==> src/rtl/tgb_div.sv <==
// ----------------------------------------------------------------------------
// tgb_div
// Restoring unsigned divider, one quotient bit per cycle.
// ----------------------------------------------------------------------------
module tgb_div (
   input  logic        clock,
   input  logic        reset,
   input  logic        start,
   input  logic [31:0] dividend,
   input  logic [30:0] divisor,
   output logic        done,
   output logic [31:0] quotient
);

   logic        active_ff, active_in;
   logic        done_ff, done_in;
   logic [4:0]  cnt_ff, cnt_in;
   logic [31:0] rem_ff, rem_in;
   logic [31:0] quo_ff, quo_in;
   logic [30:0] dvs_ff, dvs_in;
   logic [31:0] trial;

   // one shift and trial subtract per cycle
   always_comb begin
      active_in = active_ff;
      done_in   = 1'b0;
      cnt_in    = cnt_ff;
      rem_in    = rem_ff;
      quo_in    = quo_ff;
      dvs_in    = dvs_ff;
      trial     = {rem_ff[30:0], quo_ff[31]};
      if (start) begin
         active_in = 1'b1;
         cnt_in    = 5'd0;
         rem_in    = 32'd0;
         quo_in    = dividend;
         dvs_in    = divisor;
      end else if (active_ff) begin
         if (trial >= {1'b0, dvs_ff}) begin
            rem_in = trial - {1'b0, dvs_ff};
            quo_in = {quo_ff[30:0], 1'b1};
         end else begin
            rem_in = trial;
            quo_in = {quo_ff[30:0], 1'b0};
         end
         cnt_in = cnt_ff + 5'd1;
         if (cnt_ff == 5'd31) begin
            active_in = 1'b0;
            done_in   = 1'b1;
         end
      end
   end

   always_ff @(posedge clock) begin
      if (reset) begin
         active_ff <= 1'b0;
         done_ff   <= 1'b0;
         cnt_ff    <= 5'd0;
      end else begin
         active_ff <= active_in;
         done_ff   <= done_in;
         cnt_ff    <= cnt_in;
      end
      rem_ff <= rem_in;
      quo_ff <= quo_in;
      dvs_ff <= dvs_in;
   end

   assign done     = done_ff;
   assign quotient = quo_ff;

endmodule

==> config.mk <==
export PLATFORM = sky130hd
export DESIGN_NAME = tgb_div
export DESIGN_NICKNAME = d
export VERILOG_FILES = /design/src/rtl/tgb_div.sv
export SDC_FILE = /design/constraint.sdc
export NUM_CORES = 1
export LEC_CHECK = 0
export BUFFER_PORTS_ARGS = -buffer_cell sky130_fd_sc_hd__clkbuf_2
export CAP_MARGIN = 25
export CORE_UTILIZATION = 48
export CTS_CLUSTER_DIAMETER = 50
export DETAILED_ROUTE_END_ITERATION = 8
export GPL_TIMING_DRIVEN = 0
export PLACE_DENSITY = 0.7
export SLEW_MARGIN = 20
export SYNTH_ARGS = -nofsm -noshare
export SYNTH_HDL_FRONTEND = slang
export SYNTH_SLANG_ARGS = --single-unit
==> constraint.sdc <==
create_clock -name clock -period 3.46 [get_ports clock]
set_clock_uncertainty 0.2 [all_clocks]
set_input_delay 0.692 -clock clock [delete_from_list [all_inputs] [get_ports clock]]
set_output_delay 0.692 -clock clock [all_outputs]
set_load 0.02 [all_outputs]
==> results.sh <==
export IMPL_syn_inst=560
export IMPL_worst_ep_arrival_time_ns=3.34
export IMPL_tightest_slew_ns=0.869
export IMPL_clkLatencyLatePin_ns=0.36
export IMPL_p_leak_nw=2.93
export IMPL_multi_input_area_um2=2860
export IMPL_antenna_cells=0
export IMPL_drv_cap=0
export IMPL_grt_pass1_wl_um=22300
export IMPL_synth_most_common_cell="edfxtp_1"
export IMPL_core_area_um2=11600
export IMPL_crit_fanout=10
export IMPL_root_buffer="clkbuf_16"
export IMPL_final_core_util_pct=58.5
export IMPL_nNetsFinal=772
export IMPL_postCtsHoldBufs=0
export IMPL_hp_class="reg2reg"
export IMPL_fin_crit_ns=3.31
export IMPL_yosys_top_cells_area="edfxtp_1, dfxtp_1, ha_1"
export IMPL_seqCellArea_um2=2650
export IMPL_initial_utilization_pct=50.0
export IMPL_numCtsBuffers=9
export IMPL_maxSlewViolCount=0
export IMPL_synth_ff_type="edfxtp_1"
export IMPL_hold_viol=0
export IMPL_synthTopCellsByCount="edfxtp_1, nor2_1, inv_1"
export IMPL_violations="design-rule violations"
export IMPL_vias_per_cell=5.62
export IMPL_drive_gt1_share_pct=24.8
export IMPL_die_width_um=112
export IMPL_htree_levels=3
export IMPL_drt_iter0_markers=310
export IMPL_die_area_um2=12500
export IMPL_setup_tns_final_ns=0
export IMPL_ys_ff_latch=101
export IMPL_seq_area_frac_synth_pct=45.9
export IMPL_cts_sinks=101
export IMPL_startpoint_type="flop"
export IMPL_die_y_um=112
export IMPL_slew_limit_headroom_pct=42.1
export IMPL_remaining_drc_errors=1
export IMPL_grt_util_all_layers_pct=22.9
export IMPL_io_pins=99
export IMPL_syn_avg_cell_area_um2=10.3
export IMPL_endpoint_kind="flop"
export IMPL_hpwlAfterDp_um=9990
export IMPL_dr_total_vias=4610
export IMPL_synth_cell_area_um2=5780
export IMPL_yosys_area_top_type="edfxtp_1"
export IMPL_async_reset_ff_share_pct=0
export IMPL_cp_slowest_cell="or3_4"
export IMPL_drt_wl_total_um=13600
export IMPL_portBuffers=98
export IMPL_cp_common_cell="buf_12"
export IMPL_clk_pin_slew_ns=0.07
export IMPL_gp_congestion=0.889
export IMPL_setup_violations=0
export IMPL_critical_path_required_ns=3.48
export IMPL_crit_type="reg2reg"
export IMPL_cp_cell_sequence="inv_1, ha_1, buf_4, nand4_1, or3_4, or4_4, a211o_1, nand2_4, buf_12, buf_12, mux2i_1, o21ai_1"
export IMPL_ant_nets=0
export IMPL_power_per_cell_area_nw_per_um2=475
export IMPL_antenna_found_initial=0
export IMPL_wl_per_cell_um=16.6
export IMPL_slowest_delay_ns=0.45
export IMPL_num_rows=39
export IMPL_fin_total_pwr_mw=3.21
export IMPL_synth_edf_count=63
export IMPL_fin_crit_sh_pct=95.7
export IMPL_layout_area_overhead_vs_synth_pct=17.0
export IMPL_synth_cell_types=59
export IMPL_fmax_ghz=0.302
export IMPL_grt_remaining_overflow=0
export IMPL_peakVddDrop_uv=337
export IMPL_ctsLongestPathBuffers=2
export IMPL_grt_pass1_vias=4628
export IMPL_yosysWarnings=0
export IMPL_drt_first_pass_iters=7
export IMPL_synth_top_area_share_pct=32.7
export IMPL_synthesis_nets=660
export IMPL_grt_max_degree=34
export IMPL_status="complete, but fails checks"
export IMPL_n_fill_cell=982
export IMPL_cts_tree="yes"
layout make-up:
type	count	area share, %
sequential	101	39.2
clock buffer	11	3.44
tap	143	2.65
multi-input combinational	396	42.2
buffer	23	2.03
inverter	40	2.22
timing repair buffer	101	7.58
clock inverter	5	0.629
metrics by stage:
step                hold WS [ns]  std cells  worst slack, ns  instance area (um2)
finish                     0.268        820            0.147                 6760
global route               0.295        820          -0.0106                 6760
CTS                        0.272        817            0.108                 6730
detailed placement         0.263        801        -0.000677                 6450
global placement           0.261        801           0.0517                 6450
floorplan                  0.245        560            0.250                 5780
layout by cell type (no fill, tap or decap), drive strengths merged, types with 6 or more instances in the layout:
cell type / instances
a21o: 15
nand2: 42
xnor2: 13
ha: 33
mux2: 32
nand4: 6
nand3: 10
nor2: 45
xor2: 14
edfxtp: 63
nand2b: 9
inv: 43
dfxtp: 38
clkbuf: 127
buf: 8
a211oi: 13
o21ai: 37
a21oi: 31
mux2i: 23
state kept, by name, indices dropped and copies added (netlist names):
register	cells
quotient	32
dvs_ff	31
rem_ff	31
cnt_ff	5
active_ff	1
done	1
kinds of logic after synthesis:
group	share of synthesized area [%]
simple gates	12.0
compound gates	15.4
flops	45.9
buf+inv	4.98
mux	10.2
fa+ha+maj	7.49
xor+xnor	4.09
layer usage:
metal / track usage [%] / vias up / routed length [um]
met5: 0 / - / 0
met3: 7.13 / 24 / 1070
met2: 35.9 / 174 / 6090
met1: 28.8 / 2146 / 6120
li1: - / 2266 / -
met4: 10.4 / 0 / 325
worst paths after layout:
kind,startpoint,end,slack [ns],cells past startpoint
worst min register to register,rem_ff[9]$_SDFFE_PP0P_,rem_ff[9]$_SDFFE_PP0P_,0.27,2
worst min-delay path,rem_ff[9]$_SDFFE_PP0P_,rem_ff[9]$_SDFFE_PP0P_,0.27,2
worst max-delay path,dvs_ff[13]$_DFFE_PP_,rem_ff[16]$_SDFFE_PP0P_,0.15,12
worst max register to register,dvs_ff[13]$_DFFE_PP_,rem_ff[16]$_SDFFE_PP0P_,0.15,12
where the power goes:
part           total (mW)  switching, mW  internal, mW
Sequential           1.45         0.0584          1.39
Clock               0.962          0.465         0.498
Combinational       0.797          0.463         0.335
critical path, delay by kind of cell (launching register included):
family                     cells  cell delay [ns]
adders and majority gates      1             0.26
and+or+nand+nor                4             1.18
AOI/OAI and AO/OA              2             0.45
DFF                            1             0.33
buffers and inverters          4             0.52
muxes                          1             0.24
repair_timing:
| action | CTS | global route |
|---|---|---|
| pin swaps | 0 | 4 |
| setup buffers | 0 | 3 |
| gates resized for setup | 1 | 4 |
| endpoints found under the setup margin | 1 | 7 |
Power figures use the tool's default switching activity.
